===== src/hdl/hsm_pkg.sv =====
// Shared types and constants for the heartbeat session monitor.
package hsm_pkg;

  localparam int NAME_W       = 64;
  localparam int TAIL_W       = 8;
  localparam int HANDLE_W     = 16;
  localparam int MISS_W       = 4;
  localparam int COUNT_W      = 5;
  localparam int NAME_BYTES   = 9;
  localparam int IN_DATA_W    = 88;
  localparam int OUT_DATA_W   = 32;
  localparam int OUT_PAD_W    = OUT_DATA_W - HANDLE_W - 2 * COUNT_W;

  localparam logic [MISS_W-1:0] MISS_LIMIT_RESET = 4'd5;

  typedef enum logic [1:0] {
    REQ_REGISTER  = 2'd0,
    REQ_HEARTBEAT = 2'd1,
    REQ_TICK      = 2'd2
  } req_t;

  typedef enum logic [2:0] {
    KIND_REGISTERED = 3'd0,
    KIND_FULL       = 3'd1,
    KIND_ACK        = 3'd2,
    KIND_DROPPED    = 3'd3,
    KIND_TICK_DONE  = 3'd4
  } kind_t;

  typedef enum logic [2:0] {
    OP_NONE,
    OP_INSERT,
    OP_CLEAR_MISS,
    OP_BUMP_MISS,
    OP_DROP
  } slot_op_t;

  typedef struct packed {
    logic [NAME_W-1:0]   name_word;
    logic [TAIL_W-1:0]   name_tail;
    logic [HANDLE_W-1:0] handle;
    logic [MISS_W-1:0]   misses;
  } entry_t;

  typedef struct packed {
    logic     load;
    slot_op_t op;
    logic     emit_en;
    kind_t    emit_kind;
    logic     emit_last;
  } dp_cmd_t;

  typedef struct packed {
    logic slot_used;
    logic name_hit;
    logic at_limit;
    logic out_free;
  } dp_stat_t;

endpackage


===== src/hdl/hsm_ram.sv =====
// Generic single-port-write, single-port-read RAM with a registered read.
module hsm_ram #(
  parameter int WIDTH = 8,
  parameter int DEPTH = 16
) (
  input  logic                                   clk,
  input  logic                                   we,
  input  logic [(DEPTH > 1 ? $clog2(DEPTH) : 1)-1:0] waddr,
  input  logic [WIDTH-1:0]                       wdata,
  input  logic [(DEPTH > 1 ? $clog2(DEPTH) : 1)-1:0] raddr,
  output logic [WIDTH-1:0]                       rdata
);

  logic [WIDTH-1:0] mem [DEPTH];
  logic [WIDTH-1:0] rdata_r;

  always_ff @(posedge clk) begin
    if (we) begin
      mem[waddr] <= wdata;
    end
    rdata_r <= mem[raddr];
  end

  assign rdata = rdata_r;

endmodule


===== src/hdl/hsm_ctrl.sv =====
// Controller that walks the session slots and sequences each request.
module hsm_ctrl
  import hsm_pkg::*;
#(
  parameter int SLOTS = 16
) (
  input  logic                                   clk,
  input  logic                                   rst_n,
  input  logic                                   in_tvalid,
  output logic                                   in_tready,
  input  logic [1:0]                             in_req,
  input  dp_stat_t                               stat,
  output dp_cmd_t                                cmd,
  output logic [(SLOTS > 1 ? $clog2(SLOTS) : 1)-1:0] cur_idx,
  output logic [(SLOTS > 1 ? $clog2(SLOTS) : 1)-1:0] rd_idx
);

  localparam int IDX_W = (SLOTS > 1) ? $clog2(SLOTS) : 1;
  localparam logic [IDX_W-1:0] LAST_IDX = IDX_W'(SLOTS - 1);

  typedef enum logic [1:0] {
    ST_IDLE,
    ST_WALK,
    ST_FINISH
  } state_t;

  state_t           state_r, state_nxt;
  logic [IDX_W-1:0] idx_r, idx_nxt;
  logic [1:0]       req_r, req_nxt;
  logic             accept;
  logic             last_slot;

  assign in_tready = (state_r == ST_IDLE);
  assign accept    = in_tvalid && in_tready;
  assign last_slot = (idx_r == LAST_IDX);
  assign cur_idx   = idx_r;

  always_comb begin
    state_nxt = state_r;
    idx_nxt   = idx_r;
    req_nxt   = req_r;
    rd_idx    = '0;
    cmd       = '{load: 1'b0, op: OP_NONE, emit_en: 1'b0,
                  emit_kind: KIND_REGISTERED, emit_last: 1'b0};
    case (state_r)
      ST_IDLE: begin
        if (accept) begin
          cmd.load = 1'b1;
          req_nxt  = in_req;
          idx_nxt  = '0;
          if (in_req == REQ_REGISTER || in_req == REQ_HEARTBEAT || in_req == REQ_TICK) begin
            state_nxt = ST_WALK;
          end
        end
      end
      ST_WALK: begin
        rd_idx = idx_r;
        case (req_r)
          REQ_REGISTER: begin
            if (!stat.slot_used) begin
              if (stat.out_free) begin
                cmd.op        = OP_INSERT;
                cmd.emit_en   = 1'b1;
                cmd.emit_kind = KIND_REGISTERED;
                cmd.emit_last = 1'b1;
                state_nxt     = ST_IDLE;
                rd_idx        = '0;
              end
            end else if (last_slot) begin
              if (stat.out_free) begin
                cmd.emit_en   = 1'b1;
                cmd.emit_kind = KIND_FULL;
                cmd.emit_last = 1'b1;
                state_nxt     = ST_IDLE;
                rd_idx        = '0;
              end
            end else begin
              idx_nxt = idx_r + IDX_W'(1);
              rd_idx  = idx_nxt;
            end
          end
          REQ_HEARTBEAT: begin
            if (stat.slot_used && stat.name_hit) begin
              cmd.op = OP_CLEAR_MISS;
            end
            if (last_slot) begin
              state_nxt = ST_FINISH;
              rd_idx    = '0;
            end else begin
              idx_nxt = idx_r + IDX_W'(1);
              rd_idx  = idx_nxt;
            end
          end
          REQ_TICK: begin
            if (stat.slot_used && stat.at_limit && !stat.out_free) begin
              rd_idx = idx_r;
            end else begin
              if (stat.slot_used && stat.at_limit) begin
                cmd.op        = OP_DROP;
                cmd.emit_en   = 1'b1;
                cmd.emit_kind = KIND_DROPPED;
                cmd.emit_last = 1'b0;
              end else if (stat.slot_used) begin
                cmd.op = OP_BUMP_MISS;
              end
              if (last_slot) begin
                state_nxt = ST_FINISH;
                rd_idx    = '0;
              end else begin
                idx_nxt = idx_r + IDX_W'(1);
                rd_idx  = idx_nxt;
              end
            end
          end
          default: begin
            state_nxt = ST_IDLE;
          end
        endcase
      end
      ST_FINISH: begin
        if (stat.out_free) begin
          cmd.emit_en   = 1'b1;
          cmd.emit_kind = (req_r == REQ_HEARTBEAT) ? KIND_ACK : KIND_TICK_DONE;
          cmd.emit_last = 1'b1;
          state_nxt     = ST_IDLE;
        end
      end
      default: begin
        state_nxt = ST_IDLE;
      end
    endcase
  end

  always_ff @(posedge clk) begin
    if (!rst_n) begin
      state_r <= ST_IDLE;
      idx_r   <= '0;
      req_r   <= '0;
    end else begin
      state_r <= state_nxt;
      idx_r   <= idx_nxt;
      req_r   <= req_nxt;
    end
  end

endmodule


===== src/hdl/hsm_datapath.sv =====
// Datapath holding the slot table, counters, limit register and result register.
module hsm_datapath
  import hsm_pkg::*;
#(
  parameter int SLOTS = 16
) (
  input  logic                                   clk,
  input  logic                                   rst_n,
  input  logic                                   cfg_we,
  input  logic [MISS_W-1:0]                      cfg_wdata,
  input  logic [NAME_W-1:0]                      in_name_word,
  input  logic [TAIL_W-1:0]                      in_name_tail,
  input  logic [HANDLE_W-1:0]                    in_new_handle,
  input  dp_cmd_t                                cmd,
  input  logic [(SLOTS > 1 ? $clog2(SLOTS) : 1)-1:0] cur_idx,
  input  logic [(SLOTS > 1 ? $clog2(SLOTS) : 1)-1:0] rd_idx,
  output dp_stat_t                               stat,
  output logic                                   out_tvalid,
  input  logic                                   out_tready,
  output logic [OUT_DATA_W-1:0]                  out_tdata,
  output logic [2:0]                             out_tuser,
  output logic                                   out_tlast
);

  localparam int ENTRY_W = $bits(entry_t);

  logic [SLOTS-1:0]    valid_r, valid_nxt;
  logic [MISS_W-1:0]   limit_r;
  logic [COUNT_W-1:0]  live_r, live_nxt;
  logic [COUNT_W-1:0]  match_r, match_nxt;
  logic [NAME_W-1:0]   name_word_r;
  logic [TAIL_W-1:0]   name_tail_r;
  logic [HANDLE_W-1:0] handle_r;

  logic                out_valid_r;
  logic [2:0]          out_kind_r;
  logic [HANDLE_W-1:0] out_handle_r;
  logic [COUNT_W-1:0]  out_match_r;
  logic [COUNT_W-1:0]  out_live_r;
  logic                out_last_r;

  logic [ENTRY_W-1:0]  ram_q;
  entry_t              slot_q;
  entry_t              wr_entry;
  logic                wr_en;
  logic [8*NAME_BYTES-1:0] slot_name, item_name;
  logic                hit, ended;

  hsm_ram #(
    .WIDTH (ENTRY_W),
    .DEPTH (SLOTS)
  ) u_slot_ram (
    .clk   (clk),
    .we    (wr_en),
    .waddr (cur_idx),
    .wdata (wr_entry),
    .raddr (rd_idx),
    .rdata (ram_q)
  );

  assign slot_q    = entry_t'(ram_q);
  assign slot_name = {slot_q.name_tail, slot_q.name_word};
  assign item_name = {name_tail_r, name_word_r};

  // Names compare as zero-terminated strings over the nine bytes.
  always_comb begin
    hit   = 1'b1;
    ended = 1'b0;
    for (int b = 0; b < NAME_BYTES; b++) begin
      if (!ended && (slot_name[8*b +: 8] != item_name[8*b +: 8])) begin
        hit = 1'b0;
      end
      if (slot_name[8*b +: 8] == 8'd0) begin
        ended = 1'b1;
      end
    end
  end

  assign stat.slot_used = valid_r[cur_idx];
  assign stat.name_hit  = hit;
  assign stat.at_limit  = (slot_q.misses == limit_r);
  assign stat.out_free  = !out_valid_r || out_tready;

  always_comb begin
    wr_en     = 1'b0;
    wr_entry  = slot_q;
    valid_nxt = valid_r;
    live_nxt  = live_r;
    match_nxt = cmd.load ? '0 : match_r;
    case (cmd.op)
      OP_INSERT: begin
        wr_en              = 1'b1;
        wr_entry.name_word = name_word_r;
        wr_entry.name_tail = name_tail_r;
        wr_entry.handle    = handle_r;
        wr_entry.misses    = '0;
        valid_nxt[cur_idx] = 1'b1;
        live_nxt           = live_r + COUNT_W'(1);
      end
      OP_CLEAR_MISS: begin
        wr_en           = 1'b1;
        wr_entry.misses = '0;
        match_nxt       = match_r + COUNT_W'(1);
      end
      OP_BUMP_MISS: begin
        wr_en           = 1'b1;
        wr_entry.misses = slot_q.misses + MISS_W'(1);
      end
      OP_DROP: begin
        valid_nxt[cur_idx] = 1'b0;
        live_nxt           = live_r - COUNT_W'(1);
      end
      default: begin
        wr_en = 1'b0;
      end
    endcase
  end

  always_ff @(posedge clk) begin
    if (!rst_n) begin
      valid_r     <= '0;
      limit_r     <= MISS_LIMIT_RESET;
      live_r      <= '0;
      match_r     <= '0;
      out_valid_r <= 1'b0;
    end else begin
      valid_r <= valid_nxt;
      live_r  <= live_nxt;
      match_r <= match_nxt;
      if (cfg_we) begin
        limit_r <= cfg_wdata;
      end
      if (cmd.emit_en) begin
        out_valid_r <= 1'b1;
      end else if (out_tready) begin
        out_valid_r <= 1'b0;
      end
    end
  end

  always_ff @(posedge clk) begin
    if (cmd.load) begin
      name_word_r <= in_name_word;
      name_tail_r <= in_name_tail;
      handle_r    <= in_new_handle;
    end
    if (cmd.emit_en) begin
      out_kind_r   <= cmd.emit_kind;
      out_handle_r <= (cmd.emit_kind == KIND_DROPPED) ? slot_q.handle : '0;
      out_match_r  <= (cmd.emit_kind == KIND_ACK) ? match_r : '0;
      out_live_r   <= live_nxt;
      out_last_r   <= cmd.emit_last;
    end
  end

  assign out_tvalid = out_valid_r;
  assign out_tdata  = {OUT_PAD_W'(0), out_live_r, out_match_r, out_handle_r};
  assign out_tuser  = out_kind_r;
  assign out_tlast  = out_last_r;

endmodule


===== src/hdl/heartbeat_session_monitor.sv =====
// Heartbeat session monitor: SLOTS sessions are kept in a slot memory with one read and one
// write port, and every register, heartbeat or tick request walks that memory one slot per
// clock, pausing whenever a result is due while the result register still holds an earlier
// transfer. A register request stops at the lowest free slot, or reports full at the last
// slot. A tick reports each dropped session in slot order, then a closing tick-done
// transfer; a register or heartbeat request gives a single transfer. A request type of 3
// is taken and ignored and gives no transfer. The miss limit may be written only while no
// request is in progress.
module heartbeat_session_monitor
  import hsm_pkg::*;
#(
  parameter int SLOTS = 16
) (
  input  logic                  clk,
  input  logic                  rst_n,
  input  logic                  cfg_we,
  input  logic [MISS_W-1:0]     cfg_wdata,
  input  logic                  in_tvalid,
  output logic                  in_tready,
  input  logic [IN_DATA_W-1:0]  in_tdata,   // name_word, name_tail, new_handle
  input  logic [1:0]            in_tuser,   // req_type
  output logic                  out_tvalid,
  input  logic                  out_tready,
  output logic [OUT_DATA_W-1:0] out_tdata,  // dropped_handle, match_count, live_count, zero pad
  output logic [2:0]            out_tuser,  // result_kind
  output logic                  out_tlast
);

  localparam int IDX_W = (SLOTS > 1) ? $clog2(SLOTS) : 1;

  dp_cmd_t          cmd;
  dp_stat_t         stat;
  logic [IDX_W-1:0] cur_idx;
  logic [IDX_W-1:0] rd_idx;

  hsm_ctrl #(
    .SLOTS (SLOTS)
  ) u_ctrl (
    .clk       (clk),
    .rst_n     (rst_n),
    .in_tvalid (in_tvalid),
    .in_tready (in_tready),
    .in_req    (in_tuser),
    .stat      (stat),
    .cmd       (cmd),
    .cur_idx   (cur_idx),
    .rd_idx    (rd_idx)
  );

  hsm_datapath #(
    .SLOTS (SLOTS)
  ) u_datapath (
    .clk           (clk),
    .rst_n         (rst_n),
    .cfg_we        (cfg_we),
    .cfg_wdata     (cfg_wdata),
    .in_name_word  (in_tdata[NAME_W-1:0]),
    .in_name_tail  (in_tdata[NAME_W+TAIL_W-1:NAME_W]),
    .in_new_handle (in_tdata[NAME_W+TAIL_W+HANDLE_W-1:NAME_W+TAIL_W]),
    .cmd           (cmd),
    .cur_idx       (cur_idx),
    .rd_idx        (rd_idx),
    .stat          (stat),
    .out_tvalid    (out_tvalid),
    .out_tready    (out_tready),
    .out_tdata     (out_tdata),
    .out_tuser     (out_tuser),
    .out_tlast     (out_tlast)
  );

  a_emit_when_free: assert property (@(posedge clk) disable iff (!rst_n)
    cmd.emit_en |-> stat.out_free)
    else $error("Result loaded while the output register still holds one.");

  a_insert_free_slot: assert property (@(posedge clk) disable iff (!rst_n)
    (cmd.op == OP_INSERT) |-> !stat.slot_used)
    else $error("Insert into a slot that is in use.");

  a_drop_at_limit: assert property (@(posedge clk) disable iff (!rst_n)
    (cmd.op == OP_DROP) |-> (stat.slot_used && stat.at_limit && cmd.emit_en))
    else $error("Drop of a slot that is not live at the miss limit.");

  a_no_accept_in_walk: assert property (@(posedge clk) disable iff (!rst_n)
    (cmd.op != OP_NONE) |-> !in_tready)
    else $error("Input ready while a slot walk is in progress.");

endmodule


===== config.mk =====
export PLATFORM = sky130hd
export DESIGN_NAME = heartbeat_session_monitor
export DESIGN_NICKNAME = d
export VERILOG_FILES = /design/src/hdl/hsm_pkg.sv /design/src/hdl/hsm_ram.sv /design/src/hdl/hsm_ctrl.sv /design/src/hdl/hsm_datapath.sv /design/src/hdl/heartbeat_session_monitor.sv
export SDC_FILE = /design/constraint.sdc
export NUM_CORES = 2
export LEC_CHECK = 0
export BUFFER_PORTS_ARGS = -buffer_cell sky130_fd_sc_hd__buf_2
export CORE_AREA = 2 2 347 349
export DETAILED_ROUTE_END_ITERATION = 12
export DIE_AREA = 0 0 349 351
export GPL_TIMING_DRIVEN = 0
export PLACE_DENSITY = 0.75
export SLEW_MARGIN = 10
export SYNTH_ARGS = -nofsm -noshare
export SYNTH_HDL_FRONTEND = slang
export SYNTH_SLANG_ARGS = --single-unit

===== constraint.sdc =====
create_clock -name clk -period 7.2 [get_ports clk]
set_input_delay 1.44 -clock clk [delete_from_list [all_inputs] [get_ports clk]]
set_output_delay 1.44 -clock clk [all_outputs]
set_load 0.03 [all_outputs]

==> After elaboration in Yosys (flattened, before gate mapping) <==
Memory sizes are Yosys's and may differ from the RTL's. A register that Yosys moved wholly into a read port is not among the register bits.
Cells that the tools add are included.
{ "word_totals": {"ff_bits": 157, "ram_bits": 1472, "n_memories": 1, "out_inout_bits": 38, "word_cells": 174, "in_bits": 99} }
{ "mem_list": {"columns": ["memory", "words", "word_bits", "rd", "rd_clocked_by_memory_dff", "wr", "line_no", "rtl"], "rows": [
  ["u_datapath.u_slot_ram.mem", 16, 92, 1, 1, 1, "hsm_ram.sv:14", "logic [WIDTH-1:0] mem [DEPTH];"]
]} }
{ "classes": {"n_eq_ne": 29, "reduce_logical": 46, "n_bitwise": 3, "n_mux": 72, "n_addsub": 5, "n_lt_le_gt_ge": 2} }
{ "ops": {"columns": ["operator", "n"], "rows": [
  ["88-bit two-way mux", 1],
  ["8-bit != test", 9],
  ["8-bit logical NOT", 8],
  ["4-bit two-way mux", 10],
  ["5-bit two-way mux", 7],
  ["16-bit one-hot mux with 2 select lines", 1],
  ["5-bit one-hot mux with 2 select lines", 3],
  ["1-bit two-way mux", 27],
  ["4-bit one-hot mux with 3 select lines", 2],
  ["2-bit two-way mux", 9],
  ["16-bit bitwise AND", 1],
  ["16-bit inverter", 1],
  ["16-bit bitwise OR", 1],
  ["4-bit one-hot mux with 2 select lines", 2],
  ["1-bit logical AND", 13],
  ["3-bit by 2-bit == test with 1-bit output (second input constant)", 4],
  ["2-bit one-hot mux with 3 select lines", 2],
  ["5-bit by 1-bit adder with 5-bit output (second input constant)", 2],
  ["1-bit logical NOT", 10],
  ["3-bit two-way mux", 3],
  ["3-bit one-hot mux with 3 select lines", 1],
  ["4-bit by 1-bit adder with 4-bit output (second input constant)", 2],
  ["8-bit two-way mux", 1],
  ["2-bit nonzero test", 4],
  ["other kinds (24)", 33]
]} }

==> Longest topological paths before layout <==
{ "logic_depth": {"ltp_word": 21, "mapped_depth": 16, "depth_no_buf": 15} }

==> Modules after synthesis <==
Synthesis repeated with hierarchy kept, for this count alone.
{ "hier_totals": {"cells_unflattened": 3234, "area_unflattened_um2": 65225.1} }
{ "modules_own_cells": {"columns": ["mod", "cells_per_inst", "area_per_inst_um2", "n_inst", "seq_area_each_um2"], "rows": [
  ["hsm_ram", 2357, 56788.2, 1, 46044.2],
  ["hsm_datapath", 742, 7459.7, 1, 4164.0],
  ["hsm_ctrl", 135, 977.2, 1, 160.2]
]} }

==> Least setup slack after synthesis <==
Ideal clock, no wire load.
{ "synth_path": {"path_type": "input-to-reg", "from": "in out_tready", "to": "mem u_datapath.u_slot_ram.mem[13][0] (netlist bit), enable pin", "n_path_buf": 2, "setup_time_ns": 0.544, "path_slack_ns": 0.211, "required_time_ns": 6.656, "stages": 8, "arrival_time_ns": 6.445, "cell_sequence": "nand2b_1 > clkbuf_1 > nand2_1 > nor2_1 > o21ai_0 > o31a_1 > clkbuf_1 > nor2_1"} }
{ "synth_between": {"elab_chain_cells": 11, "word_cells_on_any_way": 15, "cone_classes": "3 x eq/ne; 8 x mux; 4 x reduce/logical"} }
{ "synth_lines": {"columns": ["element", "line_no", "rtl"], "rows": [
  ["start, declared", "heartbeat_session_monitor.sv:23", "input logic out_tready,"],
  ["1-bit logical OR *", "hsm_datapath.sv:82", "assign stat.out_free = !out_valid_r || out_tready;"],
  ["1-bit logical NOT", "hsm_ctrl.sv:95", "if (stat.slot_used && stat.at_limit && !stat.out_free) begin"],
  ["1-bit logical AND", "hsm_ctrl.sv:95", null],
  ["8-bit two-way mux", "hsm_ctrl.sv:95", null],
  ["3-bit one-hot mux with 3 select lines *", "hsm_ctrl.sv:58", "case (req_r)"],
  ["3-bit two-way mux *", "hsm_ctrl.sv:45", "case (state_r)"],
  ["3-bit by 2-bit == test with 1-bit output or 3-bit by 1-bit == test with 1-bit output (tied branches)", "hsm_datapath.sv:90", "case (cmd.op)"],
  ["3-bit OR reduction (no line) *", null, null],
  ["1-bit two-way mux *", "hsm_datapath.sv:90", null],
  ["1-bit two-way mux *", "hsm_ram.sv:18", "if (we) begin"],
  ["1-bit two-way mux (implied by the code) *", "hsm_ram.sv:19", "mem[waddr] <= wdata;"],
  ["end, declared", "hsm_ram.sv:14", null]
]} }
Every way passes the cells marked *; elsewhere a longest branch is shown, timed or not.

==> Final worst setup path <==
{ "layout_path": {"from": "reg u_datapath.u_slot_ram.rdata_r[52], in the netlist u_datapath.u_slot_ram.rdata[52] (read register of u_datapath.u_slot_ram.mem)", "to": "mem u_datapath.u_slot_ram.mem[12][41] (netlist bit), enable pin"} }
{ "layout_between": {"elab_chain_cells": 18, "word_cells_on_any_way": 35, "cone_classes": "4 x eq/ne; 17 x mux; 14 x reduce/logical"} }
{ "layout_lines": {"columns": ["element", "line_no", "rtl"], "rows": [
  ["start, declared", "hsm_ram.sv:15", "logic [WIDTH-1:0] rdata_r;"],
  ["8-bit logical NOT", "hsm_datapath.sv:73", "if (slot_name[8*b +: 8] == 8'd0) begin"],
  ["1-bit two-way mux", "hsm_datapath.sv:73", null],
  ["1-bit logical NOT or 1-bit two-way mux (tied branches)", "hsm_datapath.sv:70, hsm_datapath.sv:73", null],
  ["1-bit logical AND, or another cell as far along", "hsm_datapath.sv:70", "if (!ended && (slot_name[8*b +: 8] != item_name[8*b +: 8])) begin"],
  ["1-bit two-way mux, or another cell as far along (3 in a row)", "hsm_datapath.sv:70", null],
  ["1-bit two-way mux or 1-bit logical AND (tied branches)", "hsm_datapath.sv:70", null],
  ["1-bit two-way mux *", "hsm_datapath.sv:70", null],
  ["1-bit logical AND *", "hsm_ctrl.sv:83", "if (stat.slot_used && stat.name_hit) begin"],
  ["2-bit two-way mux *", "hsm_ctrl.sv:83", null],
  ["3-bit one-hot mux with 3 select lines *", "hsm_ctrl.sv:58", null],
  ["3-bit two-way mux *", "hsm_ctrl.sv:45", null],
  ["3-bit by 2-bit == test with 1-bit output or 3-bit by 1-bit == test with 1-bit output (tied branches)", "hsm_datapath.sv:90", null],
  ["3-bit OR reduction (no line) *", null, null],
  ["1-bit two-way mux *", "hsm_datapath.sv:90", null],
  ["1-bit two-way mux *", "hsm_ram.sv:18", null],
  ["1-bit two-way mux (implied by the code) *", "hsm_ram.sv:19", null]
]} }
Marks and branches as above.

==> out/results.txt <==
Slew @ Worst Pin: 1.33 ns
Slew headroom: 11.2%
Final HPWL DP: 106 mm
Syn Std Cell Area: 0.0660 mm^2
register share of total power: 52.7%
most numerous cell on the critical path: buf_12
Worst-Skew Late Latency: 0.78 ns
max frequency: 152 MHz
power share of the clock group: 36.6%
antenna-violating nets left: 0
Critical path origin: u_datapath.u_slot_ram.rdata[52]$_DFF_P_
vias in the first global route: 36024
# rows: 127
storage element area: 0.0504 mm^2
Final period util: 91.6%
Async SR Flop Fraction: 0%
static leakage: 24.8 nW
port bufs: 129
Fin. Hold Viols: 0
# fillers: 7811
placed insts: 5268
overall routing resource usage: 27.5%
Setup Skew: 0.0345 ns
CTS H-tree depth: 4
Crit path required time: 7.66 ns
Final setup violation count: 0
min-delay worst type: flop to flop
mean post-synth cell area: 18.8 um^2
Multi-input gate area: 0.0148 mm^2
Final WS setup: 0.607 ns
worst-path maximum fanout: 18
clock sink count: 1721
vias after detailed routing: 35847
hold_buf cts: 0
vias per inst: 6.42
1st-pass router iterations: 6
Post-CTS Setup Bufs: 0
Int Power: 17.7 mW
die area: 0.122 mm^2
core box area: 0.119 mm^2
Clock Pin Slew Worst Setup and Hold Paths: 0.06 ns
antenna violations before repair: 3
Sw Share: 24.1%
Syn Inst Count: 3504
VDD IR max: 0.259 mV
pre-CTS WS: 0.765 ns
Gate power share: 10.6%
Power, Total: 23.4 mW
Seq/Total Area, Yosys: 76.3%
Placed Area: 0.0706 mm^2
first-pass GRT wire length: 242 mm
Die Span X: 349 um
root buffer cell: clkbuf_16
PD cells: 308 mW/mm^2
Max clock buf depth: 3
post-route insts no fill: 5587
FF-to-FF Start: u_datapath.u_slot_ram.rdata[52]$_DFF_P_
Slew Viols, Final: 0
# resized after CTS: 0
Final #Nets: 4007
grt ovf: 0
status: finished clean
Distinct cells, synth: 63
RSZ-0062 raised after global routing: false
layout cells sized above 1: 24.1%
CP bufs+invs: 5
design area: 0.0759 mm^2
drt drc: 0
max_cap viols: 0
Final Util: 63.8%
Synth Register Bits: 1721
critical path arrival: 7.05 ns
Setup crit end kind: flop
Initial Util: 55.5%
CP Cell Sequence: or4_1 -> nor2_1 -> a21oi_1 -> nor3_1 -> o2111ai_1 -> a2111oi_2 -> a21oi_1 -> o31a_1 -> clkbuf_1 -> nor2_4 -> buf_12 -> buf_12 -> buf_12 -> buf_16
Synth-to-Final Area Change: 15.0%
wire per inst: 29.9 um
origin of the worst min-delay path: u_ctrl.req_r[0]$_SDFFE_PN0P_
IO Pins: 137
Post-Route WL: 167 mm
R2R setup slack: 0.61 ns
die height: 351 um
Final GP Congestion: 0.833
TNS Setup: 0 ns
Crit Path Class: flop to flop
Most used DFF post-synth: edfxtp_1
Post-synth EDFFs: 1590
total CTS buffers: 168
Psw: 5.63 mW
DR iter-0 viols: 5454
Synth Warn #: 0
largest net degree at the start of global routing: 50
CTS tree: built
Top delay family on crit path: compound AO/OA/AOI/OAI gates
Final min period: 6.59 ns
CP Launch Type: flop
crit path max-delay cell type: a2111oi_2
Max stage delay on crit path: 1.20 ns
WHS: 0.516 ns
## flip-flops by register name, summed over array words and instances, names as in the netlist, 4 cells and up, named ones only
name and flops:
u_datapath.match_r 5, u_datapath.u_slot_ram.mem 1472, u_datapath.out_match_r 5, u_datapath.out_live_r 5, u_datapath.live_r 5, u_datapath.name_tail_r 8
u_datapath.u_slot_ram.rdata 92, u_ctrl.cur_idx 4, u_datapath.name_word_r 64, u_datapath.limit_r 4, u_datapath.out_handle_r 16, u_datapath.handle_r 16
## power groups by stage
stage | Sequential, mW | Clock [mW] | Combinational, mW
after floorplan | 12.4 | 0 | 1.56
after global placement | 12.6 | 0 | 2.27
after detailed placement | 12.5 | 0 | 2.44
after CTS | 12.3 | 8.61 | 2.46
after global routing | 12.3 | 8.99 | 2.66
final | 12.3 | 8.56 | 2.49
## cells in the final DEF (no fill, tap or decap), types with 95 or more instances in the layout
master        n
and2_1       97
buf_2       174
mux4_2      280
clkbuf_16   175
a22oi_1      97
mux2_2       96
edfxtp_1   1590
nand2_1     376
dfxtp_1     131
and3_1       95
clkbuf_1    140
## cell usage after synthesis, drive strengths merged (3+ instances only)
library cell     n  area [um^2]
o21ai           33          165
mux2i            5         50.1
nor2b            5         31.3
a22oi           97          728
nor4            23          144
xor2            29          254
clkbuf          95          357
xnor2           51          447
ha              17          213
o311ai          73          639
o22ai            4         37.5
o31ai            6         45.0
a21o             6         45.0
nand2          377         1420
nor2            57          214
and3            95          594
nand3           23          115
inv             17         63.8
a211oi          75          563
o221a           16          180
buf            101          612
nor3b            3         22.5
a21oi           20          104
nor3             8         40.0
nand4           13         81.3
o211ai          19          143
mux4           280         6310
dfxtp          131         2620
a31oi            5         31.3
or3b             3         26.3
mux2            96         1080
edfxtp        1590        47700
and2            97          607
a21boi           3         22.5
## worst register-to-register path, cell delays in order (launching register included)
cell and delay, ns:
dfxtp_1 0.34, or4_1 0.53, nor2_1 0.29, a21oi_1 0.15, nor3_1 0.34, o2111ai_1 0.46, a2111oi_2 1.20, a21oi_1 0.42
o31a_1 0.38, clkbuf_1 0.50, nor2_4 0.72, buf_12 0.27, buf_12 0.23, buf_12 0.22, buf_16 0.21
## cell families after synthesis
family | Yosys count | share of synthesized area (%)
AO/OA/AOI/OAI | 377 | 4.40
XOR/XNOR | 80 | 1.06
adder cells (fa/ha/maj) | 18 | 0.352
buffers and inverters | 214 | 1.57
flip-flops | 1721 | 76.3
multiplexers | 381 | 11.3
other | 1 | 0.00568
AND/OR/NAND/NOR | 712 | 5.06
## path summary, 6_finish.rpt
path	end	cells past startpoint
setup reg to reg	u_datapath.u_slot_ram.mem[12][41]$_DFFE_PP_	14
hold / removal	u_ctrl.req_r[0]$_SDFFE_PN0P_	2
hold reg to reg	u_ctrl.req_r[0]$_SDFFE_PN0P_	2
setup / recovery	u_datapath.u_slot_ram.mem[12][41]$_DFFE_PP_	14
## routing by layer
| metal | GRT usage [%] | part of all wire, % | vias up |
|---|---|---|---|
| li1 | - | - | 14886 |
| met5 | 0 | 0.015 | - |
| met4 | 11.3 | 4.1 | 2 |
| met2 | 44.7 | 48 | 2186 |
| met3 | 5.49 | 10 | 362 |
| met1 | 36.6 | 37 | 18411 |
## final cells by class
type	count	area share, %
antenna	2	0.00659
buffer	196	1.28
clock buffer	233	6.18
clock inverter	84	0.876
inverter	18	0.0956
multi-input combinational	1574	19.5
sequential	1721	66.3
tap	1548	2.55
timing repair buffer	211	3.22
(Power assumes the default switching activity.)
